`config.mk`:
```
export PLATFORM = sky130hd
export DESIGN_NAME = bsnl_locate
export DESIGN_NICKNAME = d
export VERILOG_FILES = /design/src/hw/rtl/bsnl_pkg.sv /design/src/hw/rtl/bsnl_locate.sv
export SDC_FILE = /design/constraint.sdc
export NUM_CORES = 2
export LEC_CHECK = 0
export ABC_AREA = 1
export BUFFER_PORTS_ARGS = -buffer_cell sky130_fd_sc_hd__buf_2
export CAP_MARGIN = 15
export CORE_AREA = 2 2 554 556
export CTS_BUF_LIST = sky130_fd_sc_hd__clkbuf_4
export CTS_CLUSTER_SIZE = 16
export DETAILED_ROUTE_END_ITERATION = 10
export DIE_AREA = 0 0 556 558
export HOLD_SLACK_MARGIN = 0.02
export PLACE_DENSITY = 0.37
export SKIP_LAST_GASP = 1
export SLEW_MARGIN = 25
export SYNTH_ARGS = -nofsm -noshare
export SYNTH_HDL_FRONTEND = slang
export SYNTH_SLANG_ARGS = --single-unit
```
`constraint.sdc`:
```
create_clock -name clock -period 6.4 [get_ports clock]
set_input_delay 0.32 -clock clock [delete_from_list [all_inputs] [get_ports clock]]
set_output_delay 0.32 -clock clock [all_outputs]
set_load 0.005 [all_outputs]
```
`src/hw/rtl/bsnl_pkg.sv`:
```
// ----------------------------------------------------------------------------
// bsnl_pkg: shared types and constants of the sorted neighbor list insert
// Field widths, the stored entry layout and the decision record passed from
// the locate stage to the row builder.
// ----------------------------------------------------------------------------
package bsnl_pkg;

   localparam int NODE_COUNT_DEF = 1024;
   localparam int LIST_DEPTH_DEF = 32;

   localparam int MODE_W  = 1;
   localparam int NODE_W  = 10;
   localparam int ID_W    = 10;
   localparam int KEY_W   = 32;
   localparam int SLOT_W  = 5;
   localparam int CNT_W   = 6;
   // Positions 0..64 cover every list depth the block supports.
   localparam int POS_W   = 7;
   localparam int ENTRY_W = ID_W + KEY_W;

   localparam int REQ_DATA_W = 64;
   localparam int RSP_DATA_W = 56;

   localparam logic [CNT_W-1:0] LIMIT_RESET = CNT_W'(16);

   localparam logic [MODE_W-1:0] MODE_INSERT = 1'b0;
   localparam logic [MODE_W-1:0] MODE_READ   = 1'b1;

   typedef struct packed {
      logic [ID_W-1:0]  id;
      logic [KEY_W-1:0] key;
   } entry_type;

   typedef struct packed {
      logic             ok;
      logic [POS_W-1:0] wslot;
      logic [POS_W-1:0] top;
      logic [CNT_W-1:0] new_count;
   } decision_type;

endpackage

```
`src/hw/rtl/bsnl_locate.sv`:
```
// ----------------------------------------------------------------------------
// bsnl_locate: compare and decide stages of an insert
// Compares the candidate against every entry of the fetched row, then finds
// the insert position, checks for a duplicate id among equal keys and
// decides whether the candidate is written.
// ----------------------------------------------------------------------------
module bsnl_locate #(
   parameter int LIST_DEPTH = bsnl_pkg::LIST_DEPTH_DEF
) (
   input  logic                                 clock,
   input  logic                                 cmp_en,
   input  logic                                 dec_en,
   input  bsnl_pkg::entry_type [LIST_DEPTH-1:0] row,
   input  logic [bsnl_pkg::ID_W-1:0]            cand_id,
   input  logic [bsnl_pkg::KEY_W-1:0]           cand_key,
   input  logic [bsnl_pkg::CNT_W-1:0]           count,
   input  logic [bsnl_pkg::POS_W-1:0]           limit,
   output bsnl_pkg::decision_type               decision
);
   import bsnl_pkg::*;

   logic [LIST_DEPTH-1:0] le_in, le_ff;
   logic [LIST_DEPTH-1:0] lt_in, lt_ff;
   logic [LIST_DEPTH-1:0] eq_in, eq_ff;
   logic [POS_W-1:0]      n_in, n_ff;
   logic                  full_in, full_ff;
   logic [CNT_W-1:0]      cnt_ff;

   logic [POS_W-1:0]      pos_i;
   logic [POS_W-1:0]      pos_lo;
   logic [POS_W-1:0]      top;
   logic                  over_last;
   logic                  dup;
   logic                  reject_far;
   decision_type          decision_in, decision_ff;

   // Compare stage: one comparator pair and one id match per slot.
   always_comb begin
      n_in    = (POS_W'(count) < limit) ? POS_W'(count) : limit;
      full_in = POS_W'(count) >= limit;
      for (int j = 0; j < LIST_DEPTH; j++) begin
         le_in[j] = (POS_W'(j) < n_in) && (row[j].key <= cand_key);
         lt_in[j] = row[j].key < cand_key;
         eq_in[j] = row[j].id == cand_id;
      end
   end

   always_ff @(posedge clock) begin
      if (cmp_en) begin
         le_ff   <= le_in;
         lt_ff   <= lt_in;
         eq_ff   <= eq_in;
         n_ff    <= n_in;
         full_ff <= full_in;
         cnt_ff  <= count;
      end
   end

   // Decide stage. The insert position is one past the highest slot below n
   // whose key does not exceed the candidate; the duplicate window is the
   // run of slots just below it whose keys are not below the candidate.
   always_comb begin
      pos_i     = '0;
      pos_lo    = '0;
      over_last = 1'b0;
      dup       = 1'b0;
      for (int j = 0; j < LIST_DEPTH; j++) begin
         if (le_ff[j]) begin
            pos_i = POS_W'(j + 1);
         end
         if (POS_W'(j + 1) == n_ff) begin
            over_last = lt_ff[j];
         end
      end
      for (int j = 0; j < LIST_DEPTH; j++) begin
         if (lt_ff[j] && (POS_W'(j) < pos_i)) begin
            pos_lo = POS_W'(j + 1);
         end
      end
      for (int j = 0; j < LIST_DEPTH; j++) begin
         if (eq_ff[j] && (POS_W'(j) >= pos_lo) && (POS_W'(j) < pos_i)) begin
            dup = 1'b1;
         end
      end
      reject_far = (cnt_ff != '0) && full_ff && over_last;
      // A full list shifts no further than its last slot within the limit.
      top = full_ff ? (n_ff - POS_W'(1)) : POS_W'(cnt_ff);
      decision_in.ok        = !reject_far && !dup;
      decision_in.wslot     = (pos_i < top) ? pos_i : top;
      decision_in.top       = top;
      decision_in.new_count = (decision_in.ok && !full_ff) ? (cnt_ff + CNT_W'(1)) : cnt_ff;
   end

   always_ff @(posedge clock) begin
      if (dec_en) begin
         decision_ff <= decision_in;
      end
   end

   assign decision = decision_ff;

endmodule

```
Word level (Yosys, flattened, before mapping)

Cells that the tools add are included.

$add $sub $neg: 2
$lt $le $gt $ge: 163
Eq/ne operators: 64
Mux-type cells: 132
Reductions and logical operators: 136

Operator list:

| operator                                                   | count |
|---|---|
| <= comparator 32 bit                                       | 32 |
| less-than comparator 32 bit                                | 32 |
| two-way mux 7 bit                                          | 65 |
| equality test 10 bit                                       | 32 |
| less-than comparator 5 x 7 -> 1 bit (first input constant) | 32 |
| logical AND 1 bit                                          | 132 |
| equality test 5 x 7 -> 1 bit (first input constant)        | 16 |
| >= comparator 5 x 7 -> 1 bit (first input constant)        | 16 |
| less-than comparator 4 x 7 -> 1 bit (first input constant) | 16 |
| two-way mux 1 bit                                          | 66 |
| equality test 4 x 7 -> 1 bit (first input constant)        | 8 |
| >= comparator 4 x 7 -> 1 bit (first input constant)        | 8 |
| less-than comparator 3 x 7 -> 1 bit (first input constant) | 8 |
| equality test 3 x 7 -> 1 bit (first input constant)        | 4 |
| >= comparator 3 x 7 -> 1 bit (first input constant)        | 4 |
| less-than comparator 1 x 7 -> 1 bit (first input constant) | 4 |
| less-than comparator 2 x 7 -> 1 bit (first input constant) | 4 |
| equality test 2 x 7 -> 1 bit (first input constant)        | 2 |
| >= comparator 1 x 7 -> 1 bit (first input constant)        | 2 |
| >= comparator 2 x 7 -> 1 bit (first input constant)        | 2 |
| equality test 1 x 7 -> 1 bit (first input constant)        | 1 |
| equality test 6 x 7 -> 1 bit (first input constant)        | 1 |
| >= comparator 6 x 7 -> 1 bit                               | 1 |
| less-than comparator 6 x 7 -> 1 bit                        | 1 |
| other kinds (6)                                            | 8 |

Register bits after elaboration: 131
Input bits: 1402
Output and inout port bits: 21
Logic and storage cells: 507

Logic depth before layout (Yosys ltp)

Depth after elaboration: 105
Mapped depth: 74
Mapped depth without buffers: 74

Worst setup path before layout

OpenSTA, ideal clock, no wires.

Kind: reg-to-reg
From: register le_ff[1]
To: register decision_ff, in the netlist decision[2], data pin
Setup time: 0.253 ns
Arrival time: 4.030 ns
Required time: 6.147 ns
Path slack: 2.117 ns
Stages on the path, launching flop included: 61
Buffers on the path: 0
Period minus slack after synthesis: 4.283 ns
Path through: edfxtp_1 -> inv_1 -> nand2_1 -> nand2_1 -> nand2_1 -> nand2_1 -> nand2_1 -> nand2_1 -> nand2_1 -> nand2_1 -> nand2_1 -> nand2_1 -> nand2_1 -> nand2_1 -> nand2_1 -> nand2_1 -> nand2_1 -> nand2_1 -> (+25 left out) -> nand2_1 -> nor2_2 -> inv_2 -> nor2_1 -> a31oi_1 -> o211ai_1 -> a41oi_2 -> nand2_1 -> nor2_1 -> nand2_1 -> a21oi_2 -> nand2_1 -> nor2_2 -> nand2_1 -> nor2_2 -> nand3_2 -> nand2_1 -> nand2_1

RTL lines:

| item                   | line              | source |
|---|---|---|
| from (decl)            | bsnl_locate.sv:22 | `logic [LIST_DEPTH-1:0] le_in, le_ff;` |
| from (signal assigned) | bsnl_locate.sv:50 | `le_ff <= le_in;` |
| to (signal assigned)   | bsnl_locate.sv:96 | `decision_ff <= decision_in;` |
| to (decl)              | bsnl_locate.sv:35 | `decision_type decision_in, decision_ff;` |

==> key figures <==
Yosys
  • Post-synth EDFFs: 131
  • Post-Synthesis Cells: 4534
  • Cell Area, Synth: 33800 um2
  • Synth cell count leaders: 1042 x ha_1, 841 x nand2_1, 470 x inv_1
  • Top_reg_cell synth: edfxtp_1
  • Top-count cell post-synth: ha_1
  • Post-synthesis sequential area ratio: 0.117
  • Synth area leader: ha_1
  • Mapped Avg Cell Area: 7.45 um2
  • Yosys Warn Count: 0
  • Synth cell types: 59
  • Synth top area share: 0.386
  • Synth area leaders: ha_1 39%, edfxtp_1 12%, nand2_1 9.3%
  • Synthesis-stage register bit count: 131
  • Async SR Flop Fraction: 0

Timing
  • Worst Max-Slew Pin Slew: 0.971 ns
  • Tmin final: 5.57 ns
  • Setup TNS: 0 ns
  • Fin. Hold Viols: 0
  • Max-slew violations: 0
  • Max_slew headroom: 0.346
  • Setup violations, final: 0
  • Setup WS post-layout: 0.829 ns
  • Hold Worst Slack: 0.142 ns
  • Tcrit/Tclk final: 0.871
  • RSZ-0062 raised after global routing: no
  • Max Freq: 179 MHz
  • Max Clock Skew: 0.0464 ns

Die
  • Die Y: 558 um
  • Die area: 310000 um2
  • Rows: 203
  • Core area: 305000 um2
  • I/O pin cnt: 1423
  • Die W: 556 um
  • Initial Utilization: 0.111

Critical path
  • Critical path endpoint category: register
  • Critical path startpoint category: register
  • Reg2reg start: le_ff[4]
  • Crit path top cell by count: nand2_1
  • CP required: 6.97 ns
  • Register-to-Register Path Depth: 44
  • CP Max Fanout: 6
  • Worst R2R End: decision[4]
  • CP peak stage delay: 0.41 ns
  • Crit path kind: reg -> reg
  • Worst Path Arrival: 6.14 ns
  • CP max stage cell: edfxtp_1
  • R2R setup slack: 0.83 ns

GRT
  • Grt ovf: 0
  • Initial antenna violation count: 159
  • M2 GR Usage: 0.293
  • Routing usage on met3: 0.0358
  • First-pass GRT wire length: 359 mm
  • Pin count of the biggest net entering global routing: 59
  • Met1 Use GR: 0.215
  • GRT Util Overall: 0.172
  • GR peak layer: met2
  • Vias in the first global route: 41166

Placement
  • Post-DP HPWL: 242 mm
  • Gpl congestion: 0.914
  • Post-place setup slack: 0.703 ns
  • Port bufs: 1422

CTS
  • Clock Tree Root: clkbuf_4
  • Maximum level of the CTS H-tree: 4
  • CTS max path bufs: 2
  • Clock-pin slew on the worst setup and hold paths: 0.18 ns
  • TritonCTS clock tree: done
  • Clk sinks: 131
  • Post-CTS Setup Bufs: 0
  • TritonCTS Buffers: 17
  • Clock Latency Late Sink: 0.79 ns

Finish
  • # nets final: 8578
  • Area Growth Syn to Fin: 43.3%
  • Proportion of layout cells with a drive suffix above 1: 0.282
  • Final core occ: 0.159

Power
  • Max IR drop VDD: 0.113 mV
  • Pleak: 23.7 nW
  • Pwr Density: 108 nW/um2

Drt
  • Routed via count: 41327
  • Drt pass-1 iters: 5
  • DRT iter0 DRCs: 2520
  • Routed vias/inst: 4.04
  • Wire length per cell: 27.2 um
  • Routed Antenna Nets: 0
  • Final WL: 278 mm
  • DRC Markers: 0

Flow run
  • MaxCap Viol Count: 0

Worst hold path
  • HP Class: in -> reg
  • Worst hold endpoint: full_ff
  • Hold Startpoint: limit[6]
  • Hold path depth: 4

Run status
  • Status: finished clean
-- power breakdown --
| part | switching, mW | internal, mW |
|---|---|---|
| Sequential | 0.112 | 1.07 |
| Combinational | 2.11 | 1.24 |
| Clock | 0.502 | 0.188 |
| Total | 2.73 | 2.50 |
-- stage by stage --
stage	instances	power, mW	cell area, um2
after floorplan	4535	2.74	33800
after global placement	10011	4.53	46800
after detailed placement	10012	4.56	46900
after CTS	10144	5.36	48200
after global routing	10195	5.73	48300
final	10232	5.23	48400
-- state kept, by name (all words and copies together), names as in the netlist --
name	flops
cnt_ff	6
decision	21
eq_ff	32
full_ff	1
le_ff	32
lt_ff	32
n_ff	7
-- metal layers --
metal | up-vias | share of wire
met2 | 1753 | 0.47
met5 | - | 0.0019
li1 | 19733 | -
met4 | 86 | 0.035
met1 | 19341 | 0.43
met3 | 414 | 0.058
-- how the worst max path moves through the flow --
stage,startpoint,cells past startpoint,slack (ns),to
global route,le_ff[1],58,0.17,decision[2]
CTS,le_ff[4],44,0.74,decision[4]
global placement,le_ff[1],58,0.60,decision[5]
floorplan,le_ff[1],60,2.12,decision[2]
detailed placement,le_ff[4],44,0.70,decision[4]
finish,le_ff[4],44,0.83,decision[4]
-- cell usage in the layout (no fill, tap or decap), types with 29 or more instances in the layout --
cell type and instances:
a211oi_1 76, a21oi_1 465, buf_2 1420, buf_4 109
diode_2 88, dlygate4sd3_1 100, edfxtp_1 131, ha_1 1042
inv_1 439, nand2_1 841, nand3_1 124, nand4_1 121
nor2_1 289, nor3_1 78, nor4_1 57, o2111ai_1 37
o211ai_1 61, o21a_1 29, o21ai_0 197, o221ai_1 30
or2_2 63, xnor2_1 72, xor2_1 87
-- cell type report --
class                      instances  area, um2
clock buffer                      17        128
multi-input combinational       3864      28000
antenna                           88        220
fill                           35030     256000
sequential                       131       3930
timing repair buffer            1638       9090
clock inverter                    15        184
inverter                         482       1880
tap                             3997       5000
-- cell families (layout without fill, tap and decap cells) --
family                   Yosys count  after routing  share of synthesized area
adder cells (fa/ha/maj)         1042           1042                      0.386
buffers and inverters            540           2152                     0.0600
multiplexers                       1              1                   0.000296
AND/OR/NAND/NOR                 1653           1653                      0.218
XOR/XNOR                         159            159                     0.0412
other                              1             90                   0.000111
flip-flops                       131            131                      0.117
AO/OA/AOI/OAI                   1007           1007                      0.177
-- timing repair --
action                                 in CTS  in global routing
hold buffers                              100                  0
gates resized for setup                     0                  0
endpoints found under the hold margin     111                  0
-- critical path: cells and delay by family (launching register included) --
family | cells | cell delay [ns]
simple gates | 32 | 3.05
compound gates | 7 | 1.34
buf+inv | 5 | 0.58
flops | 1 | 0.41
(Power assumes the default switching activity.)
