**src/hw/rtl/bsnl_ram.sv**
```systemverilog
// ----------------------------------------------------------------------------
// bsnl_ram: generic single-clock RAM
// One write port and one read port; read data is registered and holds its
// value until the next read.
// ----------------------------------------------------------------------------
module bsnl_ram #(
   parameter int WIDTH = 8,
   parameter int DEPTH = 2
) (
   input  logic                     clock,
   input  logic                     wr_en,
   input  logic [$clog2(DEPTH)-1:0] wr_addr,
   input  logic [WIDTH-1:0]         wr_data,
   input  logic                     rd_en,
   input  logic [$clog2(DEPTH)-1:0] rd_addr,
   output logic [WIDTH-1:0]         rd_data
);

   logic [WIDTH-1:0] mem_ff [DEPTH];
   logic [WIDTH-1:0] rd_data_ff;

   always_ff @(posedge clock) begin
      if (wr_en) begin
         mem_ff[wr_addr] <= wr_data;
      end
      if (rd_en) begin
         rd_data_ff <= mem_ff[rd_addr];
      end
   end

   assign rd_data = rd_data_ff;

endmodule

```
**config.mk**
```make
export PLATFORM = sky130hd
export DESIGN_NAME = bsnl_ram
export DESIGN_NICKNAME = d
export VERILOG_FILES = /design/src/hw/rtl/bsnl_ram.sv
export SDC_FILE = /design/constraint.sdc
export NUM_CORES = 1
export LEC_CHECK = 0
export ABC_AREA = 1
export BUFFER_PORTS_ARGS = -buffer_cell sky130_fd_sc_hd__buf_2
export CAP_MARGIN = 20
export CORE_MARGIN = 2
export CORE_UTILIZATION = 53
export CTS_BUF_LIST = sky130_fd_sc_hd__clkbuf_8
export DETAILED_ROUTE_END_ITERATION = 16
export PLACE_DENSITY_LB_ADDON = 0.3
export SLEW_MARGIN = 10
export SYNTH_ARGS = -nofsm -noshare
export SYNTH_HDL_FRONTEND = slang
export SYNTH_SLANG_ARGS = --single-unit
```
**constraint.sdc**
```tcl
create_clock -name clock -period 0.9 [get_ports clock]
set_input_delay 0 -clock clock [delete_from_list [all_inputs] [get_ports clock]]
set_output_delay 0 -clock clock [all_outputs]
set_load 0.005 [all_outputs]
```
**Word-level counts from Yosys, hierarchy flattened**

Memories as Yosys holds them, arrays and structs flattened. A register that Yosys moved wholly into a read port is not among the register bits.
Cells that the tools add are included.

- Register bits after elaboration: 0
- Bits in latches: 0
- RAM bits: 16
- Memory bits (read-only): 0
- Input port bits: 13
- Output and inout bits: 8
- Word-level logic and storage cells: 3
- Memories: 1

- Add/sub/neg operators: 0
- Multiply operators: 0
- Divide/modulo/power cells: 0
- Order comparisons: 0
- Eq/ne operators: 0
- Shift operators: 0
- Multiplexer cells: 2
- Bitwise operators: 0
- Reductions and logical operators: 0

Memories:

| name | depth | width | rd ports | clocked after memory_dff | write ports | RTL line | RTL |
|---|---|---|---|---|---|---|---|
| mem_ff | 2 | 8 | 1 | 1 | 1 | 19 | `logic [WIDTH-1:0] mem_ff [DEPTH];` |

Operator list:

| kind | count |
|---|---|
| two-way mux 1 bit | 2 |

**Longest topological paths before layout**

Gate-level depths: netlist of run 1.

- Depth in word-level cells: 2
- Depth in mapped cells: 4

**Worst setup path before layout of run 1**

Ideal clock, no wire load.

- Path type: input port to flip-flop
- Start point: in wr_en
- End point: mem mem_ff[0][0] (enable)
- Setup time: 0.371 ns
- Data arrival time: 0.389 ns
- Data required time: 0.529 ns
- Setup slack: 0.140 ns
- Stages: 2
- Path buffers: 0
- Cells stage by stage: inv_1 nor2_1

- Longest elaborated chain between the ends: 2

RTL lines:

| item | RTL line | RTL |
|---|---|---|
| start: declaration | 11 | `input logic wr_en,` |
| two-way mux 1 bit | 23 | `if (wr_en) begin` |
| two-way mux 1 bit (implied by the code) | 24 | `mem_ff[wr_addr] <= wr_data;` |
| end: declaration | 19 |  |

No other way between the ends.

**Worst setup path in the final report of run 1**

- Start point: reg rd_data_ff[0] (netlist: rd_data[0]), read port of mem_ff
- End point: out rd_data[0]

RTL lines:

| item | RTL line | RTL |
|---|---|---|
| start: declaration | 20 | `logic [WIDTH-1:0] rd_data_ff;` |
| end: declaration | 16 | `output logic [WIDTH-1:0] rd_data` |

No word-level cell between the ends.

==> impl_metrics.tcl, run 1 <==
set metrics [dict create \
    rsz0062_at_grt "no" \
    cts_num_sinks 24 \
    cp_slowest_stage_delay_ns 0.37 \
    cts_made_buffers 3 \
    worstSetupStartpointType "register" \
    antenna_found_initial 0 \
    synthTopCellsByCount "25 x nand2_1, 24 x edfxtp_1, 2 x inv_1" \
    die_y_um 43.8 \
    gp_congestion 0.644 \
    route.final.wire_length_um 1260 \
    power.density_nw_per_um2 1940 \
    yosysTopAreaCell "edfxtp_1" \
    fin_crit_sh 0.846 \
    grt_max_degree 14 \
    synth-edff-count 24 \
    arrival_ns 0.76 \
    setup_tns_ns 0 \
    fin_util 0.727 \
    vias_per_cell 4.69 \
    hold_path_class "input port to register" \
    timing.rr.start "mem_ff[0][5]" \
    multi_input_comb_area_um2 97.6 \
    dpl_cell_area_um2 957 \
    area_delta_synth_final_pct 28.7 \
    netlist_instances 54 \
    timing_worst_setup_path_type "register to output port" \
    fmax_ghz 1.31 \
    syn_nets 67 \
    root_buffer "clkbuf_8" \
    synth_top_area_share 0.857 \
    crit_chain "buf_2" \
    drt_drc_violations_left 0 \
    slowest_stage "edfxtp_1" \
    initial_utilization 0.565 \
    hold_start "rd_en" \
    n_antenna_cell 0 \
    ys_ff_latch 24 \
    detail_route.iter0.violations 5 \
    critical_path_buf_inv_count 1 \
    antenna_left 0 \
    maxCapViolCount 0 \
    critPathCaptureType "output port" \
    fin_worst_skew_ns 0.00453 \
    syn_area_um2 841 \
    status "finished clean" \
    max-slew-margin-rel 0.787 \
    htree_levels 1 \
    grt_pass1_vias 464 \
    avgSynthCellArea_um2 15.6 \
    final_period_minus_worst_setup_slack_ns 0.761 \
    vias 478 \
    dr.pass1.iters 4 \
    cts_buffer_depth 2 \
    yosys_warnings 0 \
    fin_nets 100 \
    ys_types 6 \
    rows 14 \
    setup_viol 0 \
    path_clk_slew_ns 0.08 \
    grt_overflow 0 \
    wl_per_cell_um 12.3 \
    synthTopCellsByArea "edfxtp_1 86%, nand2_1 11%, buf_6 1.3%" \
    hold_viol 0 \
    cp_top_family "flip-flops" \
    synth_most_common_cell "nand2_1" \
    cts_tree "built" \
    tightest_slew_ns 0.320 \
    p_leak_nw 0.463 \
    synth-seq-area-share 0.857 \
    clk-insertion-delay-late_ns 0.26 \
    stdcell_area_um2 1080 \
    core_um2 1490 \
    pin_count 21 \
    die_w_um 43.8 \
    ys.flop_type "edfxtp_1" \
    worstSetupStartpoint "rd_data[0]" \
    grt_pass1_wl_um 1970 \
    finalPower_w 0.00209 \
    dieArea_um2 1920 \
    fillCellCount 100 \
    io_buffer_count 20 \
    drv_slew 0 \
    path_max_fanout 1 \
    drive_above_1_share 0.291 \
    seqCellArea_um2 721 \
    ir_drop_uv 1880 \
    grt_usage 0.148 \
    crit_required_ns 0.90 \
    synth-async-reset-ratio 0 \
]
layout by cell type, fill, tap and decap left out:
cell,count
nand2_1,25
edfxtp_1,24
buf_2,20
dlygate4sd3_1,8
clkbuf_8,3
inv_1,2
inv_2,1
nor2_1,1
clkinv_1,1
buf_4,1
power by group:
part           internal, W  switching, W  total [W]
Combinational    0.0000759     0.0000800   0.000156
Sequential         0.00132     0.0000161    0.00133
Clock             0.000304      0.000301   0.000604
layer usage:
| metal | up-vias | GRT usage | wire length (µm) |
|---|---|---|---|
| li1 | 246 | - | - |
| met1 | 209 | 0.190 | 547 |
| met2 | 23 | 0.244 | 621 |
| met3 | 0 | 0.0500 | 89 |
| met4 | 0 | 0.0364 | 0 |
| met5 | - | 0 | 0 |
stage by stage:
stage / hold WS (ns) / instances / setup WS [ns]
2_1_floorplan: 0.0989 / 54 / 0.140
4_1_cts: 0.0901 / 102 / 0.124
3_5_place_dp: 0.191 / 90 / 0.166
6_report: 0.0882 / 102 / 0.139
5_1_grt: 0.0825 / 102 / 0.106
3_3_place_gp: 0.188 / 90 / 0.173
timing repair:
action	in CTS	in global routing
buffers inserted	0	0
resized for setup	0	0
hold endpoints to repair	16	0
hold buffers	8	0
state kept, by name, indices dropped and copies added (netlist names):
register  flops
mem_ff       16
rd_data       8
path summary, 6_finish.rpt:
| check | endpoint | slack [ns] | cells past startpoint |
|---|---|---|---|
| max | rd_data[0] | 0.14 | 1 |
| min | rd_data[5] | 0.09 | 1 |
| max reg2reg | rd_data[5] | 0.16 | 2 |
| min reg2reg | rd_data[6] | 0.51 | 2 |
area by class of cell:
type                    count  area share
multi-input cells          26      0.0902
clock inverters             1     0.00347
flip-flops and latches     24       0.666
well taps                  16      0.0185
repair buffers             29       0.173
clock buffers               3      0.0382
inverters                   3      0.0104
cell families after synthesis:
| kind of cell | count (synthesis) | share of synthesized area |
|---|---|---|
| buffers and inverters | 4 | 0.0268 |
| and+or+nand+nor | 26 | 0.116 |
| DFF | 24 | 0.857 |
No activity file was read; power rests on OpenSTA's default activity.
==> run 2: changes to the inputs <==
Clock period 0.9 ns to 0.8 ns, I/O delays scaled along.
==> impl_metrics.tcl, run 2 (synthesis results as in run 1) <==
set metrics [dict create \
    initial_utilization 0.565 \
    fmax_ghz 1.32 \
    setup_viol 0 \
    seqCellArea_um2 721 \
    fin_ws_ns 0.0435 \
    grt_use_met3 0.0625 \
    htree_levels 1 \
    path_max_fanout 1 \
    post-cts-setup-buffers 0 \
    fillCellCount 104 \
    grt_overflow 0 \
    maxCapViolCount 0 \
    global_route.usage.met2 0.218 \
    area_delta_synth_final_pct 28.7 \
    rsz0062_at_grt "no" \
    cp_top_family "flip-flops" \
    grt_max_degree 14 \
    grt_pass1_vias 437 \
    fin_nets 100 \
    timing_worst_setup_path_type "register to output port" \
    dpl_cell_area_um2 957 \
    max-slew-margin-rel 0.795 \
    hold_path_class "input port to register" \
    fin_worst_skew_ns 0.00366 \
    top_usage_layer "met2" \
    critPathCaptureType "output port" \
    clk-insertion-delay-late_ns 0.26 \
    status "finished clean" \
    pre_cts_slack_ns 0.0733 \
    die_y_um 43.8 \
    core_um2 1490 \
    arrival_ns 0.76 \
    finalPower_w 0.00235 \
    p_leak_nw 0.463 \
    crit_chain "buf_2" \
    setup_tns_ns 0 \
    detail_route.iter0.violations 10 \
    cp_slowest_stage_delay_ns 0.37 \
    dpl.hpwl_um 737 \
    power.density_nw_per_um2 2170 \
    cts_num_sinks 24 \
    antenna_found_initial 0 \
    drt_drc_violations_left 0 \
    vias_per_cell 4.74 \
    gp_congestion 0.644 \
    hold_viol 0 \
    die_w_um 43.8 \
    critical_path_buf_inv_count 1 \
    pin_count 21 \
    reg2reg_slack_ns 0.07 \
    fin_util 0.727 \
    post_cts_resized 0 \
    crit_required_ns 0.80 \
    drive_above_1_share 0.291 \
    n_antenna_cell 0 \
    cts_tree "built" \
    final_period_minus_worst_setup_slack_ns 0.757 \
    stdcell_area_um2 1080 \
    antenna_left 0 \
    route.final.wire_length_um 1180 \
    wl_per_cell_um 11.5 \
    multi_input_comb_area_um2 97.6 \
    io_buffer_count 20 \
    cts_buffer_depth 2 \
    tightest_slew_ns 0.307 \
    cts_made_buffers 3 \
    grt_usage 0.137 \
    dr.pass1.iters 4 \
    root_buffer "clkbuf_8" \
    final_common_cell "nand2_1" \
    largest_register_ff_count 16 \
    largest-register "mem_ff" \
    worstSetupStartpointType "register" \
    ctsHoldBuffers 8 \
    vias 483 \
    fin_crit_sh 0.946 \
    path_clk_slew_ns 0.08 \
    ir_drop_uv 1990 \
    rows 14 \
    grt_pass1_wl_um 1790 \
    use_met1 0.171 \
    dieArea_um2 1920 \
    slowest_stage "edfxtp_1" \
    layout_common_cells "25 x nand2_1, 24 x edfxtp_1, 20 x buf_2, 8 x dlygate4sd3_1, 3 x clkbuf_8" \
    drv_slew 0 \
]
==> run 2: cell counts in the layout (fill, tap and decap cells not counted) <==
Identical to the previous run, type by type.
==> run 2: report_power, final <==
group,switching (W),total (W),internal [W]
Sequential,0.0000183,0.00150,0.00148
Combinational,0.0000860,0.000171,0.0000853
Clock,0.000340,0.000682,0.000342
Total,0.000444,0.00235,0.00191
==> run 2: cell type report <==
class                           count  share of cell area
Clock inverter                      1             0.00347
Multi-Input combinational cell     26              0.0902
Timing Repair Buffer               29               0.173
Tap cell                           16              0.0185
Inverter                            3              0.0104
Sequential cell                    24               0.666
Clock buffer                        3              0.0382
==> run 2: metal layers <==
metal	part of all wire	up-vias
met5	0	-
met4	0.0043	0
met3	0.081	2
met2	0.48	21
met1	0.43	215
li1	-	245
==> run 2: metrics by stage <==
stage	hold WS, ns	cells
2_1_floorplan	0.0989	54
3_3_place_gp	0.188	90
3_5_place_dp	0.191	90
4_1_cts	0.0831	102
5_1_grt	0.0820	102
6_report	0.0856	102
==> run 2: path summary, 6_finish.rpt <==
kind / startpoint / end / cells after the start
hold reg to reg: mem_ff[0][4] / rd_data[4] / 2
hold / removal: rd_en / rd_data[5] / 1
setup / recovery: rd_data[4] / rd_data[4] / 1
setup reg to reg: mem_ff[0][5] / rd_data[5] / 2
==> run 3: changes to the inputs <==
Settings changed: ABC_AREA 1 to 0, CORE_UTILIZATION 53 to 55.
Clock period 0.8 ns to 0.9 ns, I/O delays scaled along.
==> impl_metrics.tcl, run 3 <==
set metrics [dict create \
    synthTopCellsByArea "edfxtp_1 83%, mux2_4 14%, buf_6 1.3%" \
    fin_nets 81 \
    cts_buffer_depth 2 \
    drive_above_1_share 0.478 \
    setup_viol 0 \
    largest-register "mem_ff" \
    vias 400 \
    route.final.wire_length_um 1160 \
    avgSynthCellArea_um2 24.7 \
    dieArea_um2 1900 \
    initial_utilization 0.581 \
    largest_register_ff_count 16 \
    ys_types 5 \
    synth-seq-area-share 0.834 \
    drv_slew 0 \
    dr.pass1.iters 2 \
    drt_drc_violations_left 0 \
    path_max_fanout 1 \
    worstSetupStartpoint "mem_ff[0][0]" \
    synth-async-reset-ratio 0 \
    cts_tree "built" \
    reg2reg_slack_ns 0.006 \
    ys_ff_latch 24 \
    timing_worst_setup_path_type "register to register" \
    synth_top_area_share 0.834 \
    worstSetupStartpointType "register" \
    max-slew-margin-rel 0.766 \
    final_period_minus_worst_setup_slack_ns 0.894 \
    crit_required_ns 0.92 \
    area_delta_synth_final_pct 27.9 \
    instances_no_fill 83 \
    power.density_nw_per_um2 1920 \
    grt_usage 0.146 \
    grt_pass1_vias 401 \
    antenna_found_initial 0 \
    p_leak_nw 0.439 \
    pre_cts_slack_ns 0.00824 \
    die_y_um 43.6 \
    final_common_cell "edfxtp_1" \
    pin_count 21 \
    hold_depth 1 \
    fin_worst_skew_ns 0.00394 \
    maxCapViolCount 0 \
    rsz0062_at_grt "yes" \
    rows 14 \
    slowest_stage "edfxtp_1" \
    n_antenna_cell 0 \
    hold_path_class "input port to register" \
    status "finished clean" \
    synth_most_common_cell "edfxtp_1" \
    ir_drop_uv 1320 \
    grt_overflow 0 \
    tightest_slew_ns 0.352 \
    post_cts_resized 0 \
    cp_top_family "flip-flops" \
    detail_route.iter0.violations 3 \
    cp_slowest_stage_delay_ns 0.39 \
    gp_congestion 0.624 \
    arrival_ns 0.91 \
    grt_max_degree 14 \
    post-cts-setup-buffers 0 \
    critical_path_buf_inv_count 0 \
    fmax_ghz 1.12 \
    syn_area_um2 865 \
    worst_hold_slack_ns 0.0722 \
    crit_cells 1 \
    netlist_instances 35 \
    synth-edff-count 24 \
    root_buffer "clkbuf_8" \
    hold_start "rd_en" \
    fin_crit_sh 0.993 \
    path_clk_slew_ns 0.08 \
    die_w_um 43.6 \
    antenna_left 0 \
    vias_per_cell 4.82 \
    crit_chain "mux2_4" \
    grt_pass1_wl_um 1790 \
    cts_num_sinks 24 \
    syn_nets 48 \
    yosysTopAreaCell "edfxtp_1" \
    io_buffer_count 20 \
    clk-insertion-delay-late_ns 0.26 \
    wl_per_cell_um 14.0 \
    core_um2 1490 \
    htree_levels 1 \
    layout_common_cells "24 x edfxtp_1, 20 x buf_2, 8 x mux2_4, 8 x dlygate4sd3_1, 3 x clkbuf_8" \
    ys.flop_type "edfxtp_1" \
    hold_viol 0 \
    placedCellCount 71 \
    cts_made_buffers 3 \
    rr_worst_depth 1 \
    fin_ws_ns 0.00607 \
    critPathCaptureType "register" \
    timing.rr.start "mem_ff[0][0]" \
    yosys_warnings 0 \
    synthTopCellsByCount "24 x edfxtp_1, 8 x mux2_4, 1 x and2_1, 1 x buf_6, 1 x nor2b_1" \
]
## run 3: cell types whose count changed in the layout (fill, tap and decap cells not counted), sizes merged
| cell | delta |
|---|---|
| nor2b | +1 |
| inv | -3 |
| mux2 | +8 |
| and2 | +1 |
| nand2 | -25 |
| nor2 | -1 |
## run 3: report_power, final
group,switching [W],leakage (nW),internal (W)
logic,0.0000646,0.188,0.000110
registers,0.0000178,0.228,0.00132
clock network,0.000311,0.0231,0.000304
## run 3: what timing repair did
item | CTS | global route
setup endpoints to repair | 1 | 4
hold buffers | 8 | 0
hold endpoints to repair | 16 | 0
## run 3: worst paths after layout
path	end
worst max-delay path	rd_data[0]
worst min-delay path	rd_data[0]
worst max register to register	rd_data[0]
worst min register to register	rd_data[1]
## run 3: per-layer routing
layer,up-vias,GRT usage,share of wire
li1,200,-,-
met1,180,0.144,0.38
met2,18,0.247,0.54
met3,2,0.0625,0.064
met4,0,0.0909,0.0095
met5,-,0,0
## run 3: stage by stage
| step | power [W] | util | setup TNS, ns | instance area (µm²) |
|---|---|---|---|---|
| floorplan | 0.00144 | - | 0 | 865 |
| global route | 0.00222 | 0.743 | -0.0242 | 1110 |
| global placement | 0.00150 | 0.659 | 0 | 981 |
| CTS | 0.00214 | 0.743 | -0.000687 | 1110 |
| finish | 0.00213 | 0.743 | 0 | 1110 |
| detailed placement | 0.00151 | 0.659 | 0 | 981 |
## run 3: logic make-up (layout without fill, tap and decap cells)
family / after synthesis / in the layout / share of synthesized area
buf+inv: 1 / 33 / 0.0130
mux: 8 / 8 / 0.139
flops: 24 / 24 / 0.834
simple gates: 2 / 2 / 0.0145
## run 3: area by class of cell
class | count | area [µm²]
sequential | 24 | 721
fill | 80 | 383
timing repair buffer | 29 | 188
multi-input combinational | 10 | 133
clock buffer | 3 | 41.3
tap | 16 | 20.0
clock inverter | 1 | 3.75
